### config.mk
export PLATFORM = sky130hd
export DESIGN_NAME = go_back_n_sender_with_fec_groups_flat
export DESIGN_NICKNAME = d
export VERILOG_FILES = /design/src/hw/rtl/gbn_pkg.sv /design/src/hw/rtl/gbn_ifs.sv /design/src/hw/rtl/gbn_seq.sv /design/src/hw/rtl/gbn_outq.sv /design/src/hw/rtl/go_back_n_sender_with_fec_groups.sv /design/src/flat_wrapper.sv
export SDC_FILE = /design/constraint.sdc
export NUM_CORES = 1
export LEC_CHECK = 0
export BUFFER_PORTS_ARGS = -buffer_cell sky130_fd_sc_hd__buf_2
export CAP_MARGIN = 15
export CORE_MARGIN = 4
export CORE_UTILIZATION = 54
export CTS_BUF_LIST = sky130_fd_sc_hd__clkbuf_4
export DETAILED_ROUTE_END_ITERATION = 8
export PLACE_DENSITY = 0.85
export SETUP_SLACK_MARGIN = 0.02
export SYNTH_ARGS = -nofsm -noshare
export SYNTH_HDL_FRONTEND = slang
export SYNTH_SLANG_ARGS = --single-unit
export TNS_END_PERCENT = 5
### constraint.sdc
create_clock -name clk -period 17.3 [get_ports clk]
set_input_delay 3.46 -clock clk [delete_from_list [all_inputs] [get_ports clk]]
set_output_delay 3.46 -clock clk [all_outputs]
set_load 0.02 [all_outputs]
### src/hw/rtl/gbn_pkg.sv
// ----------------------------------------------------------------------------
// gbn_pkg
// Shared widths, command and register codes, and the types that travel
// between the modules of the Go-Back-N sender with FEC groups.
// ----------------------------------------------------------------------------
`default_nettype none

package gbn_pkg;

  // Port field widths
  localparam int unsigned CMD_W     = 2;
  localparam int unsigned OFS_W     = 24;
  localparam int unsigned LEN_W     = 16;
  localparam int unsigned WIN_W     = 8;
  localparam int unsigned GRP_W     = 8;
  localparam int unsigned CREDIT_W  = 16;
  localparam int unsigned CFG_IDX_W = 2;
  localparam int unsigned CFG_DAT_W = 24;

  // Internal offset width default
  localparam int unsigned OFFSET_BITS_DEF = 24;

  // Commands
  localparam logic [CMD_W-1:0] CMD_SEND    = 2'd0;
  localparam logic [CMD_W-1:0] CMD_ACK     = 2'd1;
  localparam logic [CMD_W-1:0] CMD_TIMEOUT = 2'd2;
  localparam logic [CMD_W-1:0] CMD_START   = 2'd3;

  // Configuration register indexes
  localparam logic [CFG_IDX_W-1:0] REG_OBJECT_SIZE = 2'd0;
  localparam logic [CFG_IDX_W-1:0] REG_SEG_PAYLOAD = 2'd1;
  localparam logic [CFG_IDX_W-1:0] REG_SEND_WINDOW = 2'd2;
  localparam logic [CFG_IDX_W-1:0] REG_FEC_GROUP   = 2'd3;

  // Configuration reset values
  localparam logic [OFS_W-1:0] OBJECT_SIZE_RST = '0;
  localparam logic [LEN_W-1:0] SEG_PAYLOAD_RST = 16'd1024;
  localparam logic [WIN_W-1:0] SEND_WINDOW_RST = 8'd8;
  localparam logic [GRP_W-1:0] FEC_GROUP_RST   = 8'd4;

  // Segment kinds
  localparam logic KIND_DATA = 1'b0;
  localparam logic KIND_FEC  = 1'b1;

  typedef struct packed {
    logic [OFS_W-1:0] object_size;
    logic [LEN_W-1:0] segment_payload;
    logic [WIN_W-1:0] send_window;
    logic [GRP_W-1:0] fec_group;
  } cfg_t;

  typedef struct packed {
    logic             emitted;
    logic             segment_kind;
    logic [OFS_W-1:0] segment_offset;
    logic [LEN_W-1:0] segment_length;
    logic             transmitted;
    logic [OFS_W-1:0] acked_base;
    logic             transfer_done;
  } res_t;

endpackage

`default_nettype wire

### src/hw/rtl/gbn_ifs.sv
// ----------------------------------------------------------------------------
// gbn_ifs
// Valid/ready channel interfaces: command beats in, descriptor beats out.
// ----------------------------------------------------------------------------
`default_nettype none

interface gbn_cmd_if;
  logic                            valid;
  logic                            ready;
  logic [gbn_pkg::CMD_W-1:0]       command;
  logic [gbn_pkg::OFS_W-1:0]       ack_offset;
  logic                            drop_segment;

  modport source (output valid, output command, output ack_offset,
                  output drop_segment, input ready);
  modport sink   (input valid, input command, input ack_offset,
                  input drop_segment, output ready);
endinterface

interface gbn_desc_if;
  logic                            valid;
  logic                            ready;
  logic                            emitted;
  logic                            segment_kind;
  logic [gbn_pkg::OFS_W-1:0]       segment_offset;
  logic [gbn_pkg::LEN_W-1:0]       segment_length;
  logic                            transmitted;
  logic [gbn_pkg::OFS_W-1:0]       acked_base;
  logic                            transfer_done;

  modport source (output valid, output emitted, output segment_kind,
                  output segment_offset, output segment_length,
                  output transmitted, output acked_base,
                  output transfer_done, input ready);
  modport sink   (input valid, input emitted, input segment_kind,
                  input segment_offset, input segment_length,
                  input transmitted, input acked_base,
                  input transfer_done, output ready);
endinterface

`default_nettype wire

### src/hw/rtl/gbn_seq.sv
// ----------------------------------------------------------------------------
// gbn_seq
// Window, group and offset state; computes one descriptor per command beat.
// ----------------------------------------------------------------------------
`default_nettype none

module gbn_seq #(
  parameter int unsigned OFFSET_BITS = gbn_pkg::OFFSET_BITS_DEF
) (
  input  logic                        clk,
  input  logic                        rst,
  input  gbn_pkg::cfg_t               cfg,
  input  logic                        take,
  input  logic [gbn_pkg::CMD_W-1:0]   command,
  input  logic [gbn_pkg::OFS_W-1:0]   ack_offset,
  input  logic                        drop_segment,
  output gbn_pkg::res_t               res
);

  localparam int unsigned CW = (OFFSET_BITS > gbn_pkg::LEN_W) ? OFFSET_BITS
                                                               : gbn_pkg::LEN_W;

  logic [OFFSET_BITS-1:0]       next_offset, next_offset_next;
  logic [OFFSET_BITS-1:0]       base_offset, base_offset_next;
  logic [gbn_pkg::GRP_W-1:0]    group_count, group_count_next;
  logic [gbn_pkg::CREDIT_W-1:0] credits, credits_next;

  logic [OFFSET_BITS-1:0]       size_o, ack_o, left;
  logic [gbn_pkg::LEN_W-1:0]    pay_eff, data_len;
  logic                         full, has_data, send_data, send_fec;

  // Derive the segment length and send conditions
  always_comb begin
    size_o    = OFFSET_BITS'(cfg.object_size);
    ack_o     = OFFSET_BITS'(ack_offset);
    pay_eff   = (cfg.segment_payload == '0) ? gbn_pkg::LEN_W'(1) : cfg.segment_payload;
    full      = group_count >= cfg.fec_group;
    has_data  = next_offset < size_o;
    left      = size_o - next_offset;
    data_len  = (CW'(pay_eff) > CW'(left)) ? gbn_pkg::LEN_W'(left) : pay_eff;
    send_data = (credits != '0) && !full && has_data;
    send_fec  = (credits != '0) && !send_data && (group_count != '0)
                && (full || !has_data);
  end

  // Next state and result for the current beat
  always_comb begin
    next_offset_next = next_offset;
    base_offset_next = base_offset;
    group_count_next = group_count;
    credits_next     = credits;
    res              = '0;
    unique case (command)
      gbn_pkg::CMD_SEND: begin
        if (send_data) begin
          res.emitted        = 1'b1;
          res.segment_kind   = gbn_pkg::KIND_DATA;
          res.segment_offset = gbn_pkg::OFS_W'(next_offset);
          res.segment_length = data_len;
          next_offset_next   = next_offset + OFFSET_BITS'(data_len);
          group_count_next   = group_count + 1'b1;
          credits_next       = credits - 1'b1;
        end else if (send_fec) begin
          res.emitted        = 1'b1;
          res.segment_kind   = gbn_pkg::KIND_FEC;
          res.segment_offset = gbn_pkg::OFS_W'(next_offset);
          res.segment_length = pay_eff;
          group_count_next   = '0;
          credits_next       = credits - 1'b1;
        end
      end
      gbn_pkg::CMD_ACK: begin
        if (ack_o > base_offset) begin
          base_offset_next = ack_o;
        end
        if (credits != '1) begin
          credits_next = credits + 1'b1;
        end
      end
      gbn_pkg::CMD_TIMEOUT: begin
        next_offset_next = base_offset;
        group_count_next = '0;
        credits_next     = gbn_pkg::CREDIT_W'(cfg.send_window);
      end
      gbn_pkg::CMD_START: begin
        next_offset_next = '0;
        base_offset_next = '0;
        group_count_next = '0;
        credits_next     = gbn_pkg::CREDIT_W'(cfg.send_window);
      end
      default: begin
      end
    endcase
    res.transmitted   = res.emitted && !drop_segment;
    res.acked_base    = gbn_pkg::OFS_W'(base_offset_next);
    res.transfer_done = base_offset_next >= size_o;
  end

  // Advance state on each accepted beat
  always_ff @(posedge clk) begin
    if (rst) begin
      next_offset <= '0;
      base_offset <= '0;
      group_count <= '0;
      credits     <= '0;
    end else if (take) begin
      next_offset <= next_offset_next;
      base_offset <= base_offset_next;
      group_count <= group_count_next;
      credits     <= credits_next;
    end
  end

endmodule

`default_nettype wire

### src/hw/rtl/gbn_outq.sv
// ----------------------------------------------------------------------------
// gbn_outq
// Two-entry result register with skid slot; decouples input from output stall.
// ----------------------------------------------------------------------------
`default_nettype none

module gbn_outq (
  input  logic          clk,
  input  logic          rst,
  input  logic          push,
  input  gbn_pkg::res_t push_data,
  output logic          ready,
  output logic          valid,
  input  logic          pop_ready,
  output gbn_pkg::res_t head
);

  gbn_pkg::res_t q [2];
  logic [1:0]    count;
  logic          pop;

  assign pop   = valid && pop_ready;
  assign valid = count != 2'd0;
  assign ready = count != 2'd2;
  assign head  = q[0];

  // Track occupancy
  always_ff @(posedge clk) begin
    if (rst) begin
      count <= 2'd0;
    end else begin
      count <= count + {1'b0, push} - {1'b0, pop};
    end
  end

  // Shift on pop, fill the first free slot on push
  always_ff @(posedge clk) begin
    priority if (push && pop) begin
      if (count == 2'd2) begin
        q[0] <= q[1];
        q[1] <= push_data;
      end else begin
        q[0] <= push_data;
      end
    end else if (pop) begin
      q[0] <= q[1];
    end else if (push) begin
      if (count == 2'd0) begin
        q[0] <= push_data;
      end else begin
        q[1] <= push_data;
      end
    end
  end

endmodule

`default_nettype wire

### src/hw/rtl/go_back_n_sender_with_fec_groups.sv
// ----------------------------------------------------------------------------
// go_back_n_sender_with_fec_groups
// Go-Back-N segment sequencer with one FEC segment per group of data segments.
// ----------------------------------------------------------------------------
//  channel  | dir | beat carries                                  | handshake
//  ---------+-----+-----------------------------------------------+-----------
//  cmd      | in  | command, ack_offset, drop_segment             | valid/ready
//  desc     | out | emitted, kind, offset, length, transmitted,   | valid/ready
//           |     | acked_base, transfer_done (one per cmd beat)  |
//  cfg      | in  | cfg_wr_en, cfg_index, cfg_wdata               | write only
//
//  One command beat per cycle while cmd.ready is high; its descriptor is
//  registered in the output queue on accept, and gbn_seq updates its state
//  on each accepted beat. A two-entry output register absorbs desc stall;
//  cmd.ready drops only when both entries hold results.
//  rst (synchronous) clears state and loads register defaults; credits start
//  at zero, so no segment is sent before a start, timeout or ack command.
// ----------------------------------------------------------------------------
`default_nettype none

module go_back_n_sender_with_fec_groups #(
  parameter int unsigned OFFSET_BITS = gbn_pkg::OFFSET_BITS_DEF
) (
  input  logic                            clk,
  input  logic                            rst,
  gbn_cmd_if.sink                         cmd,
  gbn_desc_if.source                      desc,
  input  logic                            cfg_wr_en,
  input  logic [gbn_pkg::CFG_IDX_W-1:0]   cfg_index,
  input  logic [gbn_pkg::CFG_DAT_W-1:0]   cfg_wdata
);

  gbn_pkg::cfg_t cfg;
  gbn_pkg::res_t res;
  gbn_pkg::res_t head;
  logic          take;
  logic          q_ready;

  // Configuration registers
  always_ff @(posedge clk) begin
    if (rst) begin
      cfg.object_size     <= gbn_pkg::OBJECT_SIZE_RST;
      cfg.segment_payload <= gbn_pkg::SEG_PAYLOAD_RST;
      cfg.send_window     <= gbn_pkg::SEND_WINDOW_RST;
      cfg.fec_group       <= gbn_pkg::FEC_GROUP_RST;
    end else if (cfg_wr_en) begin
      unique case (cfg_index)
        gbn_pkg::REG_OBJECT_SIZE: cfg.object_size     <= gbn_pkg::OFS_W'(cfg_wdata);
        gbn_pkg::REG_SEG_PAYLOAD: cfg.segment_payload <= gbn_pkg::LEN_W'(cfg_wdata);
        gbn_pkg::REG_SEND_WINDOW: cfg.send_window     <= gbn_pkg::WIN_W'(cfg_wdata);
        gbn_pkg::REG_FEC_GROUP:   cfg.fec_group       <= gbn_pkg::GRP_W'(cfg_wdata);
        default: begin
        end
      endcase
    end
  end

  assign cmd.ready = q_ready;
  assign take      = cmd.valid && q_ready;

  gbn_seq #(
    .OFFSET_BITS (OFFSET_BITS)
  ) u_seq (
    .clk          (clk),
    .rst          (rst),
    .cfg          (cfg),
    .take         (take),
    .command      (cmd.command),
    .ack_offset   (cmd.ack_offset),
    .drop_segment (cmd.drop_segment),
    .res          (res)
  );

  gbn_outq u_outq (
    .clk       (clk),
    .rst       (rst),
    .push      (take),
    .push_data (res),
    .ready     (q_ready),
    .valid     (desc.valid),
    .pop_ready (desc.ready),
    .head      (head)
  );

  // Drive descriptor fields
  assign desc.emitted        = head.emitted;
  assign desc.segment_kind   = head.segment_kind;
  assign desc.segment_offset = head.segment_offset;
  assign desc.segment_length = head.segment_length;
  assign desc.transmitted    = head.transmitted;
  assign desc.acked_base     = head.acked_base;
  assign desc.transfer_done  = head.transfer_done;

endmodule

`default_nettype wire

### src/flat_wrapper.sv
// flat-port wrapper written by rule: the top's interface ports become plain ports
module go_back_n_sender_with_fec_groups_flat 
#(
  parameter int unsigned OFFSET_BITS = gbn_pkg::OFFSET_BITS_DEF
)
  (clk, rst, cfg_wr_en, cfg_index, cfg_wdata, cmd_valid, cmd_command, cmd_ack_offset, cmd_drop_segment, cmd_ready, desc_valid, desc_emitted, desc_segment_kind, desc_segment_offset, desc_segment_length, desc_transmitted, desc_acked_base, desc_transfer_done, desc_ready);
  gbn_cmd_if cmd_i ();
  gbn_desc_if desc_i ();
  input  logic clk;
  input  logic rst;
  input  logic cfg_wr_en;
  input  logic [gbn_pkg::CFG_IDX_W-1:0] cfg_index;
  input  logic [gbn_pkg::CFG_DAT_W-1:0] cfg_wdata;
  input wire logic [$bits(cmd_i.valid)-1:0] cmd_valid;
  input wire logic [$bits(cmd_i.command)-1:0] cmd_command;
  input wire logic [$bits(cmd_i.ack_offset)-1:0] cmd_ack_offset;
  input wire logic [$bits(cmd_i.drop_segment)-1:0] cmd_drop_segment;
  output wire logic [$bits(cmd_i.ready)-1:0] cmd_ready;
  output wire logic [$bits(desc_i.valid)-1:0] desc_valid;
  output wire logic [$bits(desc_i.emitted)-1:0] desc_emitted;
  output wire logic [$bits(desc_i.segment_kind)-1:0] desc_segment_kind;
  output wire logic [$bits(desc_i.segment_offset)-1:0] desc_segment_offset;
  output wire logic [$bits(desc_i.segment_length)-1:0] desc_segment_length;
  output wire logic [$bits(desc_i.transmitted)-1:0] desc_transmitted;
  output wire logic [$bits(desc_i.acked_base)-1:0] desc_acked_base;
  output wire logic [$bits(desc_i.transfer_done)-1:0] desc_transfer_done;
  input wire logic [$bits(desc_i.ready)-1:0] desc_ready;
  assign cmd_i.valid = cmd_valid;
  assign cmd_i.command = cmd_command;
  assign cmd_i.ack_offset = cmd_ack_offset;
  assign cmd_i.drop_segment = cmd_drop_segment;
  assign cmd_ready = cmd_i.ready;
  assign desc_valid = desc_i.valid;
  assign desc_emitted = desc_i.emitted;
  assign desc_segment_kind = desc_i.segment_kind;
  assign desc_segment_offset = desc_i.segment_offset;
  assign desc_segment_length = desc_i.segment_length;
  assign desc_transmitted = desc_i.transmitted;
  assign desc_acked_base = desc_i.acked_base;
  assign desc_transfer_done = desc_i.transfer_done;
  assign desc_i.ready = desc_ready;
  go_back_n_sender_with_fec_groups #(.OFFSET_BITS(OFFSET_BITS)) u_core (.clk(clk), .rst(rst), .cmd(cmd_i), .desc(desc_i), .cfg_wr_en(cfg_wr_en), .cfg_index(cfg_index), .cfg_wdata(cfg_wdata));
endmodule
==> metrics.cfg, run 1 <==
[clock_tree]
ctsLongestPathBuffers=3
cts_tree=yes
clkLatencyLatePin_ns=0.71
root_buffer=clkbuf_4
post_cts_buffers=0
clk_pin_slew_ns=0.06
cts_hold_buf=0
ctsResizeCount=0
cts_made_buffers=73
cts.sinks=266
htree_num_levels=3

[sta]
hold_slack_ns=0.460
max_slew_margin_pct=14.8
setup_viol=0
report.final.slew_viol_count=0
rsz0062_at_grt=no
skew_ns=0.0529
hold_viol_final=0
min_period_over_period_pct=46.3
worst_pin_slew_ns=1.27
period_minus_slack_ns=8.01
max_freq_ghz=0.125
tns_ns=0

[synthesis]
yosys.cell_types.count=74
yosysSeqAreaShare_pct=40.5
yosysMostFrequentCell=nand2_1
synth_area_mm2=0.0165
synthCells=1876
yosysTopAreaCell=edfxtp_1
synth-edff-count=136
ys_ff_latch=266
async_reset_ff_share_pct=0
synth_nets=2068
avgSynthCellArea_um2=8.79
synth-main-ff-cell=edfxtp_1
ys_top_cells_by_count=296 x nand2_1, 154 x a21oi_1, 136 x edfxtp_1, 131 x ha_1, 130 x dfxtp_1
synth_area_leaders=edfxtp_1 25%, dfxtp_1 16%, ha_1 9.9%
yosys_warnings=0
synthDominantCellAreaShare_pct=24.8

[die]
die_h_um=183
die_x_um=183
rows=63
start_util_pct=55.2
die_area_mm2=0.0334
core_area_mm2=0.0299
io_pins=128

[layout]
area_growth_pct=8.66
finalNetCount=2112
drive_gt1_share_pct=14.7

[worst_setup_path]
critPathLaunch=u_core.u_seq.next_offset[2]$_SDFFE_PP0P_
crit_end=u_core.u_seq.next_offset[22]$_SDFFE_PP0P_
cp.arrival_ns=8.56
path_class=reg -> reg
reg2reg_depth=30
worstReg2RegEnd=u_core.u_seq.next_offset[22]$_SDFFE_PP0P_
path_max_fanout=25
end_kind=flop
critPathMaxStageDelay_ns=0.67
rrSetupSlack_ns=9.29
startpoint_type=flop
r2r_start=u_core.u_seq.next_offset[2]$_SDFFE_PP0P_
required_ns=17.85
crit_slowest_cell=and2_1

[detailed_routing]
wl_met2_mm=22.3
wire_per_inst_um=19.8
top_layer=met4
route.detailed.drc=0
num_vias=14732
routed_via_density=6.23
first_pass_iters=5
wirelength_mm=46.7
ant_nets=0
wl_met3_mm=4.27
wirelength_met1_mm=18.3
drt_iter0_markers=1680

[global_routing]
grt_pass1_wl_mm=74.1
grt_pass1_vias=14137
grt_start_max_net_pins=92
grtUsageTotal_pct=27.3
antenna_found_initial=1
grt-ovfl-total=0

[power_and_ir_drop]
ir_drop_mv=0.123
leakage_uw=0.00711
power_density_mw_per_mm2=131

[placement]
io_buffer_count=127
dp_hpwl_mm=33.1
place_congestion=0.967

[status]
status=complete, no violations

[run]
drv_cap=0

[worst_hold_path]
hold_path_class=reg -> reg
holdPathStages=2

-- state kept, by name, summed over array words and instances (netlist names) --
name	cells
u_core.u_outq.q	136
u_core.cfg	56
u_core.u_seq.base_offset	24
u_core.u_seq.next_offset	24
u_core.u_seq.credits	16
u_core.u_seq.group_count	8
u_core.u_outq.count	2
-- worst min path at each step --
stage	slack (ns)	from	to
after global routing	0.49	u_core.cfg[0]$_SDFFE_PP0P_	u_core.cfg[0]$_SDFFE_PP0P_
after detailed placement	0.45	u_core.cfg[7]$_SDFFE_PP0P_	u_core.cfg[7]$_SDFFE_PP0P_
after global placement	0.44	u_core.cfg[3]$_SDFFE_PP0P_	u_core.cfg[3]$_SDFFE_PP0P_
final	0.46	u_core.cfg[7]$_SDFFE_PP0P_	u_core.cfg[7]$_SDFFE_PP0P_
after CTS	0.46	u_core.cfg[7]$_SDFFE_PP0P_	u_core.cfg[7]$_SDFFE_PP0P_
after floorplan	0.43	u_core.cfg[9]$_SDFFE_PP0P_	u_core.cfg[9]$_SDFFE_PP0P_
-- routing by layer --
metal	vias up	track usage, %
met5	-	0
met4	0	12.1
met3	141	4.98
met2	795	45.3
met1	6901	35.1
li1	6895	-
-- cells in the final DEF, fill, tap and decap left out, types with 11 or more instances in the layout --
| cell | synthesis | layout |
|---|---|---|
| and3_1 | 18 | 18 |
| clkinv_1 | 1 | 18 |
| o21ai_0 | 93 | 92 |
| o21a_1 | 16 | 15 |
| xnor2_1 | 27 | 27 |
| nand4_1 | 32 | 32 |
| nand2_1 | 296 | 296 |
| inv_1 | 118 | 118 |
| buf_2 | 6 | 127 |
| a211oi_1 | 17 | 16 |
| xor2_1 | 16 | 16 |
| o2bb2ai_1 | 24 | 24 |
| nor4_1 | 11 | 11 |
| a311oi_1 | 12 | 11 |
| or3_1 | 11 | 11 |
| nor2_1 | 96 | 96 |
| a21o_1 | 41 | 41 |
| nor3_1 | 19 | 19 |
| dfxtp_1 | 130 | 130 |
| o211ai_1 | 16 | 16 |
| ha_1 | 131 | 131 |
| a31oi_1 | 16 | 16 |
| clkbuf_4 | 0 | 105 |
| o311ai_0 | 35 | 34 |
| a21oi_1 | 154 | 153 |
| nand3_1 | 68 | 67 |
| o31ai_1 | 25 | 25 |
| buf_4 | 64 | 19 |
| edfxtp_1 | 136 | 136 |
-- power breakdown --
group          switching, µW  internal [µW]
Clock                    266            338
Sequential              50.1            821
Combinational            593            274
Total                    909           1430
-- through the flow --
step / total power [µW] / util (%) / worst slack (ns) / instances / cell area, µm²
6_report: 2340 / 60.0 / 9.29 / 2364 / 17900
2_1_floorplan: 1580 / - / 7.88 / 1876 / 16500
5_1_grt: 2480 / 60.0 / 8.86 / 2364 / 17900
3_5_place_dp: 1740 / 56.7 / 9.31 / 2235 / 16900
4_1_cts: 2350 / 60.0 / 9.42 / 2363 / 17900
3_3_place_gp: 1720 / 56.7 / 9.46 / 2235 / 16900
-- area by class of cell --
class	instances	area [µm²]
multi-input cells	1314	8540
clock inverters	23	193
flip-flops and latches	266	6690
well taps	390	488
repair buffers	146	778
diodes	1	2.50
clock buffers	105	788
inverters	119	447
fillers	2595	11900
-- cell families after synthesis --
| family | after synthesis | synth area share, % |
|---|---|---|
| simple gates | 588 | 15.9 |
| mux | 28 | 1.84 |
| xor+xnor | 43 | 2.28 |
| buf+inv | 296 | 8.28 |
| compound gates | 521 | 20.9 |
| fa+ha+maj | 134 | 10.3 |
| flops | 266 | 40.5 |
-- worst max-delay path, delay by kind of cell, from the launching register on --
family                   cells  cell delay, ns
flip-flops                   1            0.35
adder cells (fa/ha/maj)      3            1.19
buffers and inverters        3            0.52
AO/OA/AOI/OAI               18            3.89
AND/OR/NAND/NOR              4            1.07
multiplexers                 1            0.45
XOR/XNOR                     1            0.40
Power figures use the tool's default switching activity.
==> run 2, diff against run 1 <==
==> constraint.sdc (replaced) <==
create_clock -name clk -period 8 [get_ports clk]
set_input_delay 1.6 -clock clk [delete_from_list [all_inputs] [get_ports clk]]
set_output_delay 1.6 -clock clk [all_outputs]
set_load 0.02 [all_outputs]
==> run 2 against run 1 <==
Against the previous run:
- clock power rose by 110%
- power increased by 110%
- wire length is 2.9% higher
- sequential power rose by 120%
- utilization barely moved
- non-clock buffer count rose by 5
- clock skew up 0.0022 ns
- critical path type unchanged
- final area about the same
- via count about the same
==> metrics.cfg, run 2 (synthesized netlist as in run 1, its figures left out) <==
[clock_tree]
cts.sinks=266  ; unchanged
clkLatencyLatePin_ns=0.71  ; about the same
ctsLongestPathBuffers=3  ; unchanged
cts_made_buffers=73  ; unchanged
cts_hold_buf=0  ; unchanged
clk_pin_slew_ns=0.08  ; +0.02 ns
root_buffer=clkbuf_4
htree_num_levels=3  ; unchanged
post_cts_buffers=0  ; unchanged
ctsResizeCount=0  ; unchanged
cts_tree=yes

[worst_setup_path]
worstReg2RegEnd=u_core.u_seq.next_offset[22]$_SDFFE_PP0P_
critPathMaxStageDelay_ns=0.49  ; -0.18 ns
path_max_fanout=9  ; -64%
r2r_start=u_core.u_seq.next_offset[1]$_SDFFE_PP0P_
required_ns=8.55  ; -9.30 ns
end_kind=flop
rrSetupSlack_ns=0.55  ; -8.74 ns
crit_slowest_cell=fa_1
path_class=reg -> reg
reg2reg_depth=27  ; -10%
cp.arrival_ns=8.00  ; -0.56 ns
startpoint_type=flop
crit_top_cell=a21o_1

[sta]
skew_ns=0.0551  ; +0.00217 ns
max_freq_ghz=0.134  ; +7.5%
hold_slack_ns=0.464  ; +0.00455 ns
worst_pin_slew_ns=1.17  ; -0.101 ns
rsz0062_at_grt=no
hold_viol_final=0  ; unchanged
report.final.slew_viol_count=0  ; unchanged
setup_viol=0  ; unchanged
max_slew_margin_pct=21.6  ; +6.8 points
tns_ns=0  ; unchanged
setup_slack_ns=0.552  ; -8.74 ns
min_period_over_period_pct=93.1  ; +47 points
period_minus_slack_ns=7.45  ; -0.561 ns

[detailed_routing]
ant_nets=0  ; unchanged
first_pass_iters=6  ; +1
wire_per_inst_um=20.3  ; +2.6%
drt_iter0_markers=1284  ; -24%
wirelength_mm=48.1  ; +2.9%
route.detailed.drc=0  ; unchanged
num_vias=14733  ; +0.0068%
routed_via_density=6.21  ; -0.33%

[global_routing]
antenna_found_initial=1  ; unchanged
grt_pass1_vias=14396  ; +1.8%
grtUsageTotal_pct=27.8  ; +0.54 points
grt-ovfl-total=0  ; unchanged
grt_start_max_net_pins=80  ; -13%
grt_pass1_wl_mm=74.8  ; +1.0%

[layout]
regMostFlops=u_core.u_outq.q
final_common_cell=nand2_1
finalNetCount=2117  ; +0.24%
area_growth_pct=8.65  ; about the same
final_cell_count_no_fill=2372  ; +0.34%
largest_register_ffs=136  ; unchanged
drive_gt1_share_pct=15.4  ; +0.65 points
mostFrequentLayoutCells=296 x nand2_1, 153 x a21oi_1, 136 x edfxtp_1
reg_top3=u_core.u_outq.q (136), u_core.cfg (56)

[die]
core_area_mm2=0.0299  ; unchanged
rows=63  ; unchanged
die_h_um=183  ; unchanged
die_area_mm2=0.0334  ; unchanged
start_util_pct=55.2  ; unchanged
io_pins=128  ; unchanged
die_x_um=183  ; unchanged

[power_and_ir_drop]
power_density_mw_per_mm2=281  ; +110%
ir_drop_mv=0.189  ; +54%
leakage_uw=0.00713  ; +0.29%
power_uw=5030  ; +110%

[placement]
dp.cells=2240  ; +0.22%
dpl_worst_slack_ns=0.676  ; -8.63 ns
dp_hpwl_mm=34.4  ; +3.9%
io_buffer_count=127  ; unchanged
place_congestion=0.974  ; +0.71%

[worst_hold_path]
hold_path_class=reg -> reg
holdPathStages=2  ; unchanged
min_to=u_core.cfg[14]$_SDFFE_PP0P_
hold_start=u_core.cfg[14]$_SDFFE_PP0P_

[run]
drv_cap=0  ; unchanged

[status]
status=complete, no violations

## run 2: cell types whose count changed in the layout (fill, tap and decap cells not counted)
cell,delta
clkinvlp_4,+1
clkinv_2,+1
bufinv_16,-3
and2_1,-1
and2_2,+1
clkbuf_4,+6
buf_4,+5
inv_2,+3
clkinv_1,-5
## run 2: worst max-delay path by stage
| stage | start | to | slack, ns | cells after the start |
|---|---|---|---|---|
| floorplan | cmd_valid | u_core.u_outq.q[0][100]$_DFFE_PP_ | 0.44 | 5 |
| global placement | u_core.u_seq.next_offset[1]$_SDFFE_PP0P_ | u_core.u_seq.next_offset[22]$_SDFFE_PP0P_ | 0.93 | 27 |
| detailed placement | u_core.u_seq.next_offset[1]$_SDFFE_PP0P_ | u_core.u_seq.next_offset[22]$_SDFFE_PP0P_ | 0.68 | 27 |
| CTS | u_core.u_seq.next_offset[1]$_SDFFE_PP0P_ | u_core.u_seq.next_offset[22]$_SDFFE_PP0P_ | 0.53 | 27 |
| global route | u_core.u_seq.next_offset[1]$_SDFFE_PP0P_ | u_core.u_seq.next_offset[22]$_SDFFE_PP0P_ | 0.05 | 27 |
| finish | u_core.u_seq.next_offset[1]$_SDFFE_PP0P_ | u_core.u_seq.next_offset[22]$_SDFFE_PP0P_ | 0.55 | 27 |
## run 2: power by group
part	internal, µW	total, µW	switching, µW	leakage, µW
clock network	666	1260	589	0.000569
registers	1780	1880	106	0.00238
logic	599	1900	1300	0.00418
## run 2: worst max-delay path, delay by kind of cell, from the launching register on
family,cells,cell delay (ns)
and+or+nand+nor,6,1.53
AOI/OAI and AO/OA,14,3.24
xor gates and xnor gates,1,0.22
DFF,1,0.43
muxes,1,0.41
buffers and inverters,2,0.22
adders and majority gates,3,1.22
## run 2: metrics by stage
stage	utilization, %	area [µm²]
after floorplan	-	16500
after global placement	56.8	17000
after detailed placement	56.8	17000
after CTS	60.0	17900
after global routing	60.0	17900
final	60.0	17900
## run 2: layout make-up
type                    count  area, µm²
diodes                      1       2.50
clock buffers             111        833
clock inverters            20        108
fillers                  2637      11900
inverters                 119        447
multi-input cells        1314       8550
flip-flops and latches    266       6690
well taps                 390        488
repair buffers            151        816
## run 2: layer usage
layer / wire, µm / share of wire [%] / track usage [%] / vias to the layer above
met4: 2400 / 5.0 / 14.1 / 0
met5: 0 / 0 / 0 / -
met2: 22500 / 47 / 45.9 / 753
li1: - / - / - / 6888
met3: 4060 / 8.4 / 5.41 / 173
met1: 19100 / 40 / 35.1 / 6919
==> run 3, diff against run 2 <==
--- a/config.mk
+++ b/config.mk
@@ -5,6 +5,7 @@
 export SDC_FILE = /design/constraint.sdc
 export NUM_CORES = 1
 export LEC_CHECK = 0
+export ABC_AREA = 1
 export BUFFER_PORTS_ARGS = -buffer_cell sky130_fd_sc_hd__buf_2
 export CAP_MARGIN = 15
 export CORE_MARGIN = 4
==> run 3 against run 2 <==
Against the previous run:
- register-to-register slack improved by 0.94 ns
- hold slack got worse by 0.011 ns
- flip-flop and latch count did not move
- first-iteration DRC count rose by 1.5%
- critical path depth rose by 13
- power rose by 24%
- setup slack improved by 0.94 ns
- via count rose by 11%
- largest power group unchanged
- wire length rose by 3.8%
- fmax rose by 14%
- clock skew rose by 0.022 ns
==> metrics.cfg, run 3 <==
[clock_tree]
ctsLongestPathBuffers=3  ; unchanged
ctsResizeCount=0  ; unchanged
clkLatencyLatePin_ns=0.79  ; +0.08 ns
cts_tree=yes
root_buffer=clkbuf_4
post_cts_buffers=0  ; unchanged
clk_pin_slew_ns=0.07  ; about the same
cts_hold_buf=0  ; unchanged
cts.sinks=266  ; unchanged
cts_made_buffers=75  ; +2.7%
htree_num_levels=3  ; unchanged

[worst_setup_path]
required_ns=8.60  ; +0.05 ns
startpoint_type=flop
crit_slowest_cell=nor2_4
cp.arrival_ns=7.10  ; -0.90 ns
critPathMaxStageDelay_ns=0.44  ; -0.05 ns
rrSetupSlack_ns=1.49  ; +0.94 ns
worstReg2RegEnd=u_core.u_seq.next_offset[16]$_SDFFE_PP0P_
end_kind=flop
path_max_fanout=17  ; +8
r2r_start=u_core.u_seq.next_offset[0]$_SDFFE_PP0P_
reg2reg_depth=40  ; +48%
crit_top_cell=nand2_1
path_class=reg -> reg

[power_and_ir_drop]
power_density_mw_per_mm2=323  ; +15%
internal_power_uw=3540  ; +17%
comb_power_share_pct=45.6  ; +7.9 points
pwr-share-seq_pct=33.2  ; -4.2 points
clock_power_share_pct=21.2  ; -3.7 points
ir_drop_mv=0.178  ; -5.6%
leakage_uw=0.00950  ; +33%
switching_share_pct=43.4  ; +3.8 points
power.switching_uw=2720  ; +36%
power_uw=6260  ; +24%

[placement]
place_congestion=0.979  ; +0.50%
dp.cells=2860  ; +28%
dp_hpwl_mm=36.7  ; +6.6%
place_area_mm2=0.0183  ; +8.0%
dpl_worst_slack_ns=1.73  ; +1.05 ns
io_buffer_count=127  ; unchanged

[detailed_routing]
first_pass_iters=6  ; unchanged
wirelength_mm=49.9  ; +3.8%
routed_via_density=5.43  ; -13%
wire_per_inst_um=16.6  ; -18%
num_vias=16309  ; +11%
route.detailed.drc=0  ; unchanged
drt_iter0_markers=1303  ; +1.5%
ant_nets=0  ; unchanged

[synthesis]
yosysMostFrequentCell=nand2_1
synthCells=2438  ; +30%
ys_top_cells_by_count=600 x nand2_1, 347 x inv_1, 203 x a21oi_1, 167 x nor2_1, 152 x nand3_1
synth_area_leaders=edfxtp_1 23%, dfxtp_1 15%, nand2_1 13%
synthDominantCellAreaShare_pct=22.8  ; -2.0 points
avgSynthCellArea_um2=7.36  ; -16%
synth-edff-count=136  ; unchanged
synth_nets=2630  ; +27%
async_reset_ff_share_pct=0  ; unchanged
yosys_warnings=0  ; unchanged
yosys.cell_types.count=52  ; -30%
yosysSeqAreaShare_pct=37.3  ; -3.3 points
yosysTopAreaCell=edfxtp_1
synth_area_mm2=0.0179  ; +8.8%
synth-main-ff-cell=edfxtp_1
ys_ff_latch=266  ; unchanged

[global_routing]
grt_pass1_wl_mm=79.1  ; +5.7%
antenna_found_initial=4  ; +3
grtUsageTotal_pct=27.1  ; -0.76 points
grt_pass1_vias=15584  ; +8.3%
grt_start_max_net_pins=103  ; +29%
grt-ovfl-total=0  ; unchanged

[sta]
period_minus_slack_ns=6.51  ; -0.938 ns
rsz0062_at_grt=no
setup_slack_ns=1.49  ; +0.938 ns
setup_viol=0  ; unchanged
hold_viol_final=0  ; unchanged
skew_ns=0.0775  ; +0.0225 ns
report.final.slew_viol_count=0  ; unchanged
max_slew_margin_pct=26.8  ; +5.2 points
worst_pin_slew_ns=1.09  ; -0.0778 ns
min_period_over_period_pct=81.4  ; -12 points
max_freq_ghz=0.154  ; +14%
tns_ns=0  ; unchanged

[layout]
area_growth_pct=7.87
drive_gt1_share_pct=14.8  ; -0.57 points
reg_top3=u_core.u_outq.q (136), u_core.cfg (56)
regMostFlops=u_core.u_outq.q
fin_area_mm2=0.0194  ; +8.0%
largest_register_ffs=136  ; unchanged
final_common_cell=nand2_1
mostFrequentLayoutCells=599 x nand2_1, 346 x inv_1, 203 x a21oi_1
final_cell_count_no_fill=3005  ; +27%
finalNetCount=2687  ; +27%
fillers=3043  ; +15%

[status]
status=complete, no violations

[worst_hold_path]
hold_path_class=reg -> reg
hold_start=u_core.cfg[15]$_SDFFE_PP0P_
min_to=u_core.cfg[15]$_SDFFE_PP0P_
holdPathStages=2  ; unchanged

[die]
die_x_um=190  ; +4.1%
core_area_mm2=0.0327  ; +9.5%
start_util_pct=54.9  ; -0.34 points
die_h_um=190  ; +4.1%
rows=66  ; +4.8%
die_area_mm2=0.0362  ; +8.4%
io_pins=128  ; unchanged

[run]
drv_cap=0  ; unchanged

run 3: cell families after synthesis:
group	count (synthesis)	synth area share (%)
buf+inv	522	12.8
mux	1	0.0558
xor+xnor	38	1.85
simple gates	1110	27.6
flops	266	37.3
fa+ha+maj	134	9.47
compound gates	367	11.0
run 3: cell type report:
cell class | count | area [µm²] | area share (%)
clock buffer | 109 | 818 | 4.23
timing repair buffer | 139 | 746 | 3.85
multi-input combinational | 1650 | 8990 | 46.5
antenna | 6 | 15.0 | 0.0776
sequential | 266 | 6690 | 34.5
inverter | 363 | 1360 | 7.04
clock inverter | 30 | 184 | 0.950
tap | 442 | 553 | 2.86
run 3: worst max path at each step:
stage | endpoint | startpoint | depth (start not counted) | slack (ns)
final | u_core.u_seq.next_offset[16]$_SDFFE_PP0P_ | u_core.u_seq.next_offset[0]$_SDFFE_PP0P_ | 40 | 1.49
after global routing | u_core.u_seq.next_offset[16]$_SDFFE_PP0P_ | u_core.u_seq.next_offset[0]$_SDFFE_PP0P_ | 40 | 0.98
after CTS | u_core.u_seq.next_offset[16]$_SDFFE_PP0P_ | u_core.u_seq.next_offset[0]$_SDFFE_PP0P_ | 40 | 1.63
after detailed placement | u_core.u_seq.next_offset[16]$_SDFFE_PP0P_ | u_core.u_seq.next_offset[0]$_SDFFE_PP0P_ | 40 | 1.73
after global placement | u_core.u_seq.next_offset[16]$_SDFFE_PP0P_ | u_core.u_seq.next_offset[0]$_SDFFE_PP0P_ | 40 | 1.83
after floorplan | u_core.u_outq.q[0][47]$_DFFE_PP_ | cmd_valid | 14 | 1.70
run 3: metrics by stage:
stage | utilization (%) | hold slack, ns
after detailed placement | 56.1 | 0.446
after floorplan | - | 0.424
after global placement | 56.0 | 0.438
final | 59.2 | 0.453
after global routing | 59.2 | 0.489
after CTS | 59.2 | 0.458
run 3: routing by layer:
layer,global-route usage (%),part of all wire (%)
met2,46.5,49
met1,33.6,41
met3,5.33,6.9
met4,10.7,3.4
met5,0,0
run 3: power groups by stage:
stage          logic [µW]  registers, µW  clock network (µW)
6_report             2860           2080                1330
3_5_place_dp         2820           2100                   0
4_1_cts              2840           2080                1350
3_3_place_gp         2750           2090                   0
5_1_grt              3180           2110                1430
2_1_floorplan        2290           2110                   0
run 3: critical path: cells and delay by family, from the launching register on:
| family | cells | cell delay (ns) |
|---|---|---|
| adder cells (fa/ha/maj) | 5 | 1.50 |
| AO/OA/AOI/OAI | 4 | 0.68 |
| buffers and inverters | 3 | 0.23 |
| AND/OR/NAND/NOR | 27 | 3.32 |
| XOR/XNOR | 1 | 0.21 |
| flip-flops | 1 | 0.38 |
